<file path="src/design/array_linked_list_engine_top_macros.svh">
// Assertion macros for the linked list engine.
`ifndef ARRAY_LINKED_LIST_ENGINE_TOP_MACROS_SVH
`define ARRAY_LINKED_LIST_ENGINE_TOP_MACROS_SVH
`ifndef SYNTH
`define ALLE_ASSERT(lbl, prop) \
  lbl: assert property (@(posedge clk_i) disable iff (!rst_ni) prop) \
    else $error("alle assertion failed");
`define ALLE_ASSERT_ALWAYS(lbl, prop) \
  lbl: assert property (@(posedge clk_i) prop) else $error("alle assertion failed");
`else
`define ALLE_ASSERT(lbl, prop)
`define ALLE_ASSERT_ALWAYS(lbl, prop)
`endif
`endif

</file>
<file path="src/design/alle_pkg.sv">
package alle_pkg;

  // Default sizes of the node store.
  localparam int unsigned DefCapacity = 128;
  localparam int unsigned DefKeyWidth = 32;

  // Operation codes.
  localparam logic [2:0] K_APPEND = 3'd0;
  localparam logic [2:0] K_INSERT = 3'd1;
  localparam logic [2:0] K_DELPOS = 3'd2;
  localparam logic [2:0] K_DELKEY = 3'd3;
  localparam logic [2:0] K_SEARCH = 3'd4;
  localparam logic [2:0] K_READ   = 3'd5;

  // Status codes.
  localparam logic [2:0] S_OK     = 3'd0;
  localparam logic [2:0] S_FULL   = 3'd1;
  localparam logic [2:0] S_EMPTY  = 3'd2;
  localparam logic [2:0] S_BADPOS = 3'd3;
  localparam logic [2:0] S_NOKEY  = 3'd4;

  typedef struct packed {
    logic [2:0]         kind;
    logic [7:0]         position;
    logic signed [31:0] item_key;
    logic [31:0]        item_payload;
  } in_req_t;

  typedef struct packed {
    logic [2:0]         status;
    logic signed [31:0] found_key;
    logic [31:0]        found_payload;
    logic [7:0]         entry_total;
  } out_rsp_t;

endpackage

</file>
<file path="src/design/alle_seq.sv">
module alle_seq #(
  parameter int unsigned CAPACITY  = alle_pkg::DefCapacity,
  parameter int unsigned KEY_WIDTH = alle_pkg::DefKeyWidth,
  localparam int unsigned AW = (CAPACITY > 1) ? $clog2(CAPACITY) : 1,
  localparam int unsigned IW = $clog2(CAPACITY + 1)
) (
  input  logic                 clk_i,
  input  logic                 rst_ni,
  input  logic                 in_valid_i,
  output logic                 in_stall_o,
  input  alle_pkg::in_req_t    in_req_i,
  output logic                 out_valid_o,
  input  logic                 out_stall_i,
  output alle_pkg::out_rsp_t   out_rsp_o,
  output logic [AW-1:0]        rd_addr_o,
  output logic                 lk_we_o,
  output logic [AW-1:0]        lk_waddr_o,
  output logic [IW-1:0]        lk_wdata_o,
  output logic                 nd_we_o,
  output logic [AW-1:0]        nd_waddr_o,
  output logic [KEY_WIDTH-1:0] nd_wkey_o,
  output logic [31:0]          nd_wpay_o,
  input  logic [IW-1:0]        lk_rdata_i,
  input  logic [KEY_WIDTH-1:0] key_rdata_i,
  input  logic [31:0]          pay_rdata_i
);

  localparam logic [IW-1:0] NIL = IW'(CAPACITY);

  localparam logic [3:0] ST_CLR     = 4'd0;
  localparam logic [3:0] ST_IDLE    = 4'd1;
  localparam logic [3:0] ST_FREE_RD = 4'd2;
  localparam logic [3:0] ST_FREE_WR = 4'd3;
  localparam logic [3:0] ST_WALK_RD = 4'd4;
  localparam logic [3:0] ST_WALK_EV = 4'd5;
  localparam logic [3:0] ST_NODE_RD = 4'd6;
  localparam logic [3:0] ST_NODE_EV = 4'd7;
  localparam logic [3:0] ST_LINK_WR = 4'd8;
  localparam logic [3:0] ST_GIVE    = 4'd9;
  localparam logic [3:0] ST_DONE    = 4'd10;

  logic [3:0]           state_q, state_d;
  logic [AW-1:0]        clr_q, clr_d;
  logic [IW-1:0]        head_q, head_d;
  logic [IW-1:0]        free_q, free_d;
  logic [IW-1:0]        cnt_q, cnt_d;
  logic [2:0]           op_q, op_d;
  logic [7:0]           pos_q, pos_d;
  logic [KEY_WIDTH-1:0] key_q, key_d;
  logic [31:0]          pay_q, pay_d;
  logic [IW-1:0]        cur_q, cur_d;
  logic [IW-1:0]        prev_q, prev_d;
  logic [IW-1:0]        new_q, new_d;
  logic [IW-1:0]        steps_q, steps_d;
  logic                 phase_q, phase_d;
  logic                 hit_q, hit_d;
  logic [2:0]           status_q, status_d;
  logic [31:0]          fkey_q, fkey_d;
  logic [31:0]          fpay_q, fpay_d;

  logic                 key_hit;
  logic                 is_full;
  logic                 is_empty;
  logic                 pos_ok;
  logic [3:0]           walk_next;
  logic signed [63:0]   key_sx;

  // Control state.
  always_ff @(posedge clk_i or negedge rst_ni) begin
    if (!rst_ni) begin
      state_q <= ST_CLR;
      clr_q   <= '0;
      head_q  <= NIL;
      free_q  <= '0;
      cnt_q   <= '0;
    end else begin
      state_q <= state_d;
      clr_q   <= clr_d;
      head_q  <= head_d;
      free_q  <= free_d;
      cnt_q   <= cnt_d;
    end
  end

  // Working registers of the current request.
  always_ff @(posedge clk_i) begin
    op_q     <= op_d;
    pos_q    <= pos_d;
    key_q    <= key_d;
    pay_q    <= pay_d;
    cur_q    <= cur_d;
    prev_q   <= prev_d;
    new_q    <= new_d;
    steps_q  <= steps_d;
    phase_q  <= phase_d;
    hit_q    <= hit_d;
    status_q <= status_d;
    fkey_q   <= fkey_d;
    fpay_q   <= fpay_d;
  end

  // Shared compare and status decode.
  assign key_hit   = (key_rdata_i == key_q);
  assign is_full   = (cnt_q >= NIL);
  assign is_empty  = (cnt_q == '0);
  assign pos_ok    = (in_req_i.position != 8'd0) &&
                     (32'(in_req_i.position) <= 32'(cnt_q));
  assign walk_next = (op_q == alle_pkg::K_APPEND) ? ST_LINK_WR : ST_NODE_RD;
  assign key_sx    = 64'(signed'(key_rdata_i));

  // Sequencer.
  always_comb begin
    state_d  = state_q;
    clr_d    = clr_q;
    head_d   = head_q;
    free_d   = free_q;
    cnt_d    = cnt_q;
    op_d     = op_q;
    pos_d    = pos_q;
    key_d    = key_q;
    pay_d    = pay_q;
    cur_d    = cur_q;
    prev_d   = prev_q;
    new_d    = new_q;
    steps_d  = steps_q;
    phase_d  = phase_q;
    hit_d    = hit_q;
    status_d = status_q;
    fkey_d   = fkey_q;
    fpay_d   = fpay_q;

    rd_addr_o  = cur_q[AW-1:0];
    lk_we_o    = 1'b0;
    lk_waddr_o = cur_q[AW-1:0];
    lk_wdata_o = new_q;
    nd_we_o    = 1'b0;
    nd_waddr_o = free_q[AW-1:0];
    nd_wkey_o  = key_q;
    nd_wpay_o  = pay_q;
    in_stall_o  = 1'b1;
    out_valid_o = 1'b0;

    case (state_q)
      // Build the initial free chain, one link per cycle.
      ST_CLR: begin
        lk_we_o    = 1'b1;
        lk_waddr_o = clr_q;
        lk_wdata_o = IW'(clr_q) + IW'(1);
        if (clr_q == AW'(CAPACITY - 1)) begin
          state_d = ST_IDLE;
        end else begin
          clr_d = clr_q + AW'(1);
        end
      end

      // Take a request and check the quick cases.
      ST_IDLE: begin
        in_stall_o = 1'b0;
        if (in_valid_i) begin
          op_d     = in_req_i.kind;
          pos_d    = in_req_i.position;
          key_d    = KEY_WIDTH'($unsigned(in_req_i.item_key));
          pay_d    = in_req_i.item_payload;
          fkey_d   = '0;
          fpay_d   = '0;
          status_d = alle_pkg::S_OK;
          phase_d  = 1'b0;
          hit_d    = 1'b0;
          cur_d    = head_q;
          prev_d   = NIL;
          steps_d  = IW'(32'(in_req_i.position) - 32'd2);
          case (in_req_i.kind)
            alle_pkg::K_APPEND: begin
              if (is_full) begin
                status_d = alle_pkg::S_FULL;
                state_d  = ST_DONE;
              end else begin
                state_d = ST_FREE_RD;
              end
            end
            alle_pkg::K_INSERT: begin
              if (is_full) begin
                status_d = alle_pkg::S_FULL;
                state_d  = ST_DONE;
              end else if (!pos_ok) begin
                status_d = alle_pkg::S_BADPOS;
                state_d  = ST_DONE;
              end else begin
                state_d = ST_FREE_RD;
              end
            end
            alle_pkg::K_DELPOS: begin
              if (is_empty) begin
                status_d = alle_pkg::S_EMPTY;
                state_d  = ST_DONE;
              end else if (!pos_ok) begin
                status_d = alle_pkg::S_BADPOS;
                state_d  = ST_DONE;
              end else if (in_req_i.position <= 8'd2) begin
                state_d = ST_NODE_RD;
              end else begin
                state_d = ST_WALK_RD;
              end
            end
            alle_pkg::K_DELKEY, alle_pkg::K_SEARCH: begin
              if (is_empty) begin
                status_d = alle_pkg::S_EMPTY;
                state_d  = ST_DONE;
              end else begin
                state_d = ST_NODE_RD;
              end
            end
            alle_pkg::K_READ: begin
              steps_d = IW'(32'(in_req_i.position) - 32'd1);
              if (is_empty) begin
                status_d = alle_pkg::S_EMPTY;
                state_d  = ST_DONE;
              end else if (!pos_ok) begin
                status_d = alle_pkg::S_BADPOS;
                state_d  = ST_DONE;
              end else if (in_req_i.position == 8'd1) begin
                state_d = ST_NODE_RD;
              end else begin
                state_d = ST_WALK_RD;
              end
            end
            default: begin
              state_d = ST_DONE;
            end
          endcase
        end
      end

      // Pop a node from the free stack.
      ST_FREE_RD: begin
        rd_addr_o = free_q[AW-1:0];
        state_d   = ST_FREE_WR;
      end

      ST_FREE_WR: begin
        nd_we_o    = 1'b1;
        lk_we_o    = 1'b1;
        lk_waddr_o = free_q[AW-1:0];
        lk_wdata_o = (op_q == alle_pkg::K_INSERT && pos_q == 8'd1) ? head_q : NIL;
        new_d      = free_q;
        free_d     = lk_rdata_i;
        cur_d      = head_q;
        if (op_q == alle_pkg::K_APPEND) begin
          if (head_q == NIL) begin
            head_d  = free_q;
            cnt_d   = cnt_q + IW'(1);
            state_d = ST_DONE;
          end else begin
            steps_d = cnt_q - IW'(1);
            state_d = (cnt_q == IW'(1)) ? ST_LINK_WR : ST_WALK_RD;
          end
        end else if (pos_q == 8'd1) begin
          head_d  = free_q;
          cnt_d   = cnt_q + IW'(1);
          state_d = ST_DONE;
        end else begin
          steps_d = IW'(32'(pos_q) - 32'd2);
          state_d = (pos_q == 8'd2) ? ST_NODE_RD : ST_WALK_RD;
        end
      end

      // Follow one link: read it in ST_WALK_RD, take it in ST_WALK_EV.
      ST_WALK_RD: begin
        state_d = ST_WALK_EV;
      end

      ST_WALK_EV: begin
        cur_d   = lk_rdata_i;
        steps_d = steps_q - IW'(1);
        state_d = (steps_q == IW'(1)) ? walk_next : ST_WALK_RD;
      end

      // Hook the new node behind the current node.
      ST_LINK_WR: begin
        lk_we_o    = 1'b1;
        lk_waddr_o = cur_q[AW-1:0];
        lk_wdata_o = new_q;
        cnt_d      = cnt_q + IW'(1);
        state_d    = ST_DONE;
      end

      ST_NODE_RD: begin
        state_d = ST_NODE_EV;
      end

      // Act on the node that was just read.
      ST_NODE_EV: begin
        case (op_q)
          alle_pkg::K_INSERT: begin
            lk_we_o    = 1'b1;
            lk_waddr_o = new_q[AW-1:0];
            lk_wdata_o = lk_rdata_i;
            state_d    = ST_LINK_WR;
          end
          alle_pkg::K_DELPOS: begin
            if (pos_q == 8'd1) begin
              head_d  = lk_rdata_i;
              new_d   = cur_q;
              state_d = ST_GIVE;
            end else if (!phase_q) begin
              prev_d  = cur_q;
              new_d   = lk_rdata_i;
              cur_d   = lk_rdata_i;
              phase_d = 1'b1;
              state_d = ST_NODE_RD;
            end else begin
              lk_we_o    = 1'b1;
              lk_waddr_o = prev_q[AW-1:0];
              lk_wdata_o = lk_rdata_i;
              state_d    = ST_GIVE;
            end
          end
          alle_pkg::K_READ: begin
            fkey_d  = key_sx[31:0];
            fpay_d  = pay_rdata_i;
            state_d = ST_DONE;
          end
          alle_pkg::K_SEARCH: begin
            if (key_hit) begin
              fkey_d  = key_sx[31:0];
              fpay_d  = pay_rdata_i;
              state_d = ST_DONE;
            end else begin
              cur_d = lk_rdata_i;
              if (lk_rdata_i == NIL) begin
                status_d = alle_pkg::S_NOKEY;
                state_d  = ST_DONE;
              end else begin
                state_d = ST_NODE_RD;
              end
            end
          end
          alle_pkg::K_DELKEY: begin
            if (key_hit) begin
              if (!phase_q || prev_q == NIL) begin
                head_d = lk_rdata_i;
              end else begin
                lk_we_o    = 1'b1;
                lk_waddr_o = prev_q[AW-1:0];
                lk_wdata_o = lk_rdata_i;
              end
              new_d   = cur_q;
              hit_d   = 1'b1;
              state_d = ST_GIVE;
            end else begin
              phase_d = 1'b1;
              prev_d  = cur_q;
              cur_d   = lk_rdata_i;
              if (lk_rdata_i == NIL) begin
                status_d = hit_q ? alle_pkg::S_OK : alle_pkg::S_NOKEY;
                state_d  = ST_DONE;
              end else begin
                state_d = ST_NODE_RD;
              end
            end
          end
          default: begin
            state_d = ST_DONE;
          end
        endcase
      end

      // Push the removed node onto the free stack.
      ST_GIVE: begin
        lk_we_o    = 1'b1;
        lk_waddr_o = new_q[AW-1:0];
        lk_wdata_o = free_q;
        free_d     = new_q;
        cnt_d      = cnt_q - IW'(1);
        if (op_q == alle_pkg::K_DELKEY && !phase_q) begin
          cur_d   = head_q;
          state_d = (head_q == NIL) ? ST_DONE : ST_NODE_RD;
        end else begin
          state_d = ST_DONE;
        end
      end

      // Hold the result until it is taken.
      ST_DONE: begin
        out_valid_o = 1'b1;
        if (!out_stall_i) begin
          state_d = ST_IDLE;
        end
      end

      default: begin
        state_d = ST_IDLE;
      end
    endcase
  end

  // Result fields come straight from registers.
  always_comb begin
    out_rsp_o.status        = status_q;
    out_rsp_o.found_key     = signed'(fkey_q);
    out_rsp_o.found_payload = fpay_q;
    out_rsp_o.entry_total   = 8'(cnt_q);
  end

endmodule

</file>
<file path="config.mk">
export PLATFORM = sky130hd
export DESIGN_NAME = alle_seq
export DESIGN_NICKNAME = d
export VERILOG_FILES = /design/src/design/array_linked_list_engine_top_macros.svh /design/src/design/alle_pkg.sv /design/src/design/alle_seq.sv
export SDC_FILE = /design/constraint.sdc
export NUM_CORES = 1
export LEC_CHECK = 0
export BUFFER_PORTS_ARGS = -buffer_cell sky130_fd_sc_hd__buf_2
export CAP_MARGIN = 20
export CORE_AREA = 3 3 150 152
export CTS_CLUSTER_SIZE = 30
export DETAILED_ROUTE_END_ITERATION = 12
export DIE_AREA = 0 0 153 155
export PLACE_DENSITY = 0.8
export REMOVE_ABC_BUFFERS = 1
export SLEW_MARGIN = 20
export SYNTH_ARGS = -nofsm -noshare
export SYNTH_HDL_FRONTEND = slang
export SYNTH_SLANG_ARGS = --single-unit
</file>
<file path="constraint.sdc">
create_clock -name clk_i -period 4.8 [get_ports clk_i]
set_input_delay 0.24 -clock clk_i [delete_from_list [all_inputs] [get_ports clk_i]]
set_output_delay 0.24 -clock clk_i [all_outputs]
set_load 0.005 [all_outputs]
</file>
==> flow_summary.yaml <==
pwr:
  switching_share: 0.364
  p_int_mw: 4.61
  cellPowerDensity_mw_per_mm2: 494
  peakVddDrop_uv: 337
  pwr-share-seq: 0.413
  p_leak_nw: 5.89
  pwr-share-clk: 0.236
  combPwrFrac: 0.351
  finalPower_mw: 7.25
  power.net_switching_mw: 2.64
floorplanning:
  die_y_um: 155
  core_area_sq_mm: 0.0212
  die_w_um: 153
  ios: 323
  start_util: 0.531
  row_count: 53
  dieArea_sq_mm: 0.0237
worst_setup_path:
  reg2reg_from: "nd_wkey_o[29]$_DFFE_PP_"
  r2r_slack_ps: 1350
  worst_ep_required_time_ps: 4560
  worstSetupStartpoint: "op_q[2]$_DFFE_PP_"
  r2r-end: "fpay_q[0]$_SDFFCE_PN0P_"
  path_class: "flip-flop to primary output"
  setup.worst_path.start_class: "flip-flop"
  worst-path-max-fanout: 15
  worstRegToRegCells: 7
  crit_end: "lk_wdata_o[6]"
  endpoint_kind: "primary output"
  worstPathArrival_ps: 3390
yosys:
  synth_top_family_by_area: "simple AND/OR/NAND/NOR gates"
  netlist_instances: 998
  synth_edf_count: 176
  synth_top_flop_cell: "edfxtp_1"
  synthAdderAreaFrac: 0.0234
  synthXorXnorAreaFrac: 0.0561
  synth_compound_area_frac: 0.133
  seq_area_frac_synth: 0.549
  synthSimpleGateAreaFrac: 0.171
  syn_area_per_cell_sq_um: 11.3
  yosysUniqueCellTypes: 78
  synthMuxAreaShare: 0.0337
  async_reset_ff_frac: 0.166
  synth-seq-cells: 211
  ys_warn_count: 0
  syn_area_sq_mm: 0.0112
route:
  antenna_left: 0
  wirelength_um: 36400
  drcViolationCount: 0
  wl_per_cell_um: 21.6
  dr_total_vias: 9983
  detail_route.first_pass.iterations: 6
  vias_per_cell: 5.92
  initialDrtViolationCount: 1168
clock_network:
  post_cts_resized: 0
  cts-root-buf: "clkbuf_16"
  h-tree-depth: 1
  cts_tree: "done"
  clockBufferDepth: 3
  cts.reportedPaths.clkPinSlew_ps: 60
  cts_made_buffers: 23
  clock-sinks: 211
  clkLatencyLatePin_ps: 530
layout:
  finalNetCount: 1564
  final_cell_mix: "buf_2 (323), edfxtp_1 (176), nand2_1 (102)"
  syn2layout_area_growth_pct: 30.7
  fill_cells: 1541
  layout_commonest_cell: "buf_2"
  fin_util: 0.694
  instances_no_fill: 1686
  layout-drive-gt1-share: 0.290
  finalInstanceArea_sq_mm: 0.0147
global_routing:
  grt_pass1_vias: 9770
  grt_pass1_wl_um: 55700
  grt.total_usage: 0.296
  grt_max_degree: 77
  antenna_found_initial: 3
  gr-total-overflow: 0
hold_path:
  hold_class: "input port to flip-flop"
sta:
  fin_crit_ps: 3630
  rsz0062_at_grt: "no"
  skew_ps: 20.5
  slew_headroom: 0.326
  slew_violations: 0
  max_freq_mhz: 276
  fin_crit_sh: 0.756
  worst_slew_pin_slew_ps: 1010
  fin_tns_setup_ps: 0
  finalHoldViolations: 0
  setup_viol: 0
flow_run:
  cap_viol_max_count: 0
outcome:
  status: "finished clean"
placed_design:
  place_congestion: 0.952
  port_buffers: 322
  hpwlAfterDp_um: 26000
  dpl.cell_count: 1549
  dpl_cell_area_sq_mm: 0.0130
[state kept, by name, summed over array words and instances (netlist names), 32 cells and up]
register / count
fpay_q: 32
nd_wpay_o: 32
fkey_q: 32
nd_wkey_o: 32
[repair_timing]
| action | in CTS | in global routing |
|---|---|---|
| hold buffers | 93 | 0 |
| setup buffers | 0 | 0 |
| hold endpoints to repair | 126 | 0 |
[cells by family (layout without fill, tap and decap cells)]
group | count (synthesis) | in the layout
and+or+nand+nor | 355 | 355
AOI/OAI and AO/OA | 215 | 215
DFF | 211 | 211
buffers and inverters | 89 | 499
xor gates and xnor gates | 72 | 72
muxes | 35 | 35
adders and majority gates | 21 | 21
other | 0 | 3
[metal layers]
metal  track usage  share of wire
met5             0              0
met4         0.118          0.042
met1         0.369           0.37
met2         0.502           0.49
met3        0.0718           0.10
[cell usage after synthesis (4+ instances only)]
master | n | area (sq um)
edfxtp_1 | 176 | 5290
nand2_1 | 103 | 387
and2_1 | 72 | 450
xnor2_1 | 58 | 508
o21ai_0 | 50 | 250
nor2_1 | 48 | 180
dfrtp_1 | 34 | 851
clkbuf_1 | 33 | 124
inv_1 | 33 | 124
a21oi_1 | 32 | 160
nand3_1 | 28 | 140
mux2_2 | 22 | 248
ha_1 | 21 | 263
nor3_1 | 21 | 105
o211ai_1 | 19 | 143
nand4_1 | 17 | 106
xor2_1 | 14 | 123
mux2i_1 | 12 | 120
buf_2 | 11 | 55.1
nor4_1 | 11 | 68.8
a211oi_1 | 9 | 67.6
a31oi_1 | 9 | 56.3
a222oi_1 | 8 | 80.1
a22oi_1 | 8 | 60.1
buf_4 | 8 | 60.1
nand2b_1 | 7 | 43.8
nor2b_1 | 6 | 37.5
o221ai_1 | 6 | 52.6
or4_1 | 6 | 45.0
o21ai_1 | 5 | 25.0
o22ai_1 | 5 | 31.3
o311ai_0 | 5 | 43.8
o31ai_1 | 5 | 37.5
a21boi_0 | 4 | 30.0
a221o_1 | 4 | 40.0
a221oi_1 | 4 | 35.0
and3_1 | 4 | 25.0
nor4_4 | 4 | 85.1
o21a_1 | 4 | 30.0
o311a_1 | 4 | 40.0
[worst min path at each step]
stage | start | endpoint | slack, ps | cells after the start
5_1_grt | pay_rdata_i[25] | fpay_q[25]$_SDFFCE_PN0P_ | 20 | 2
2_1_floorplan | rst_ni | clr_q[0]$_DFFE_PN0P_ | -60 | 0
6_report | pay_rdata_i[5] | fpay_q[5]$_SDFFCE_PN0P_ | 20 | 2
4_1_cts | pay_rdata_i[11] | fpay_q[11]$_SDFFCE_PN0P_ | 0.2 | 2
3_3_place_gp | rst_ni | free_q[3]$_DFFE_PN0P_ | 390 | 1
3_5_place_dp | rst_ni | free_q[0]$_DFFE_PN0P_ | 400 | 1
[per-stage QoR]
| stage | worst slack [ps] | hold WS, ps |
|---|---|---|
| floorplan | 157 | -55.6 |
| global placement | 1450 | 394 |
| detailed placement | 1440 | 403 |
| CTS | 1240 | 0.248 |
| global route | 1030 | 18.3 |
| finish | 1170 | 16.6 |
[power by group through the flow]
stage | Sequential (mW) | Combinational (mW) | Clock (mW)
5_1_grt | 3.04 | 2.77 | 1.82
2_1_floorplan | 2.90 | 1.46 | 0
6_report | 2.99 | 2.54 | 1.71
4_1_cts | 2.97 | 2.51 | 1.74
3_3_place_gp | 2.98 | 2.37 | 0
3_5_place_dp | 3.00 | 2.43 | 0
[worst max-delay path, cell delays in order (launching register included)]
cell	delay, ps
edfxtp_1	580
nand2b_1	520
a2111o_1	560
nand2_1	280
nor2_1	70
a2111oi_0	450
a2bb2oi_1	250
buf_2	150
[layout make-up]
class                   count  area, sq um  area share
clock inverters            13          128     0.00869
multi-input cells         698         4710       0.321
clock buffers              28          594      0.0405
repair buffers            425         2620       0.178
inverters                  33          125     0.00852
flip-flops and latches    211         6160       0.420
diodes                      3         7.51    0.000511
well taps                 275          344      0.0234
(Power assumes the default switching activity.)
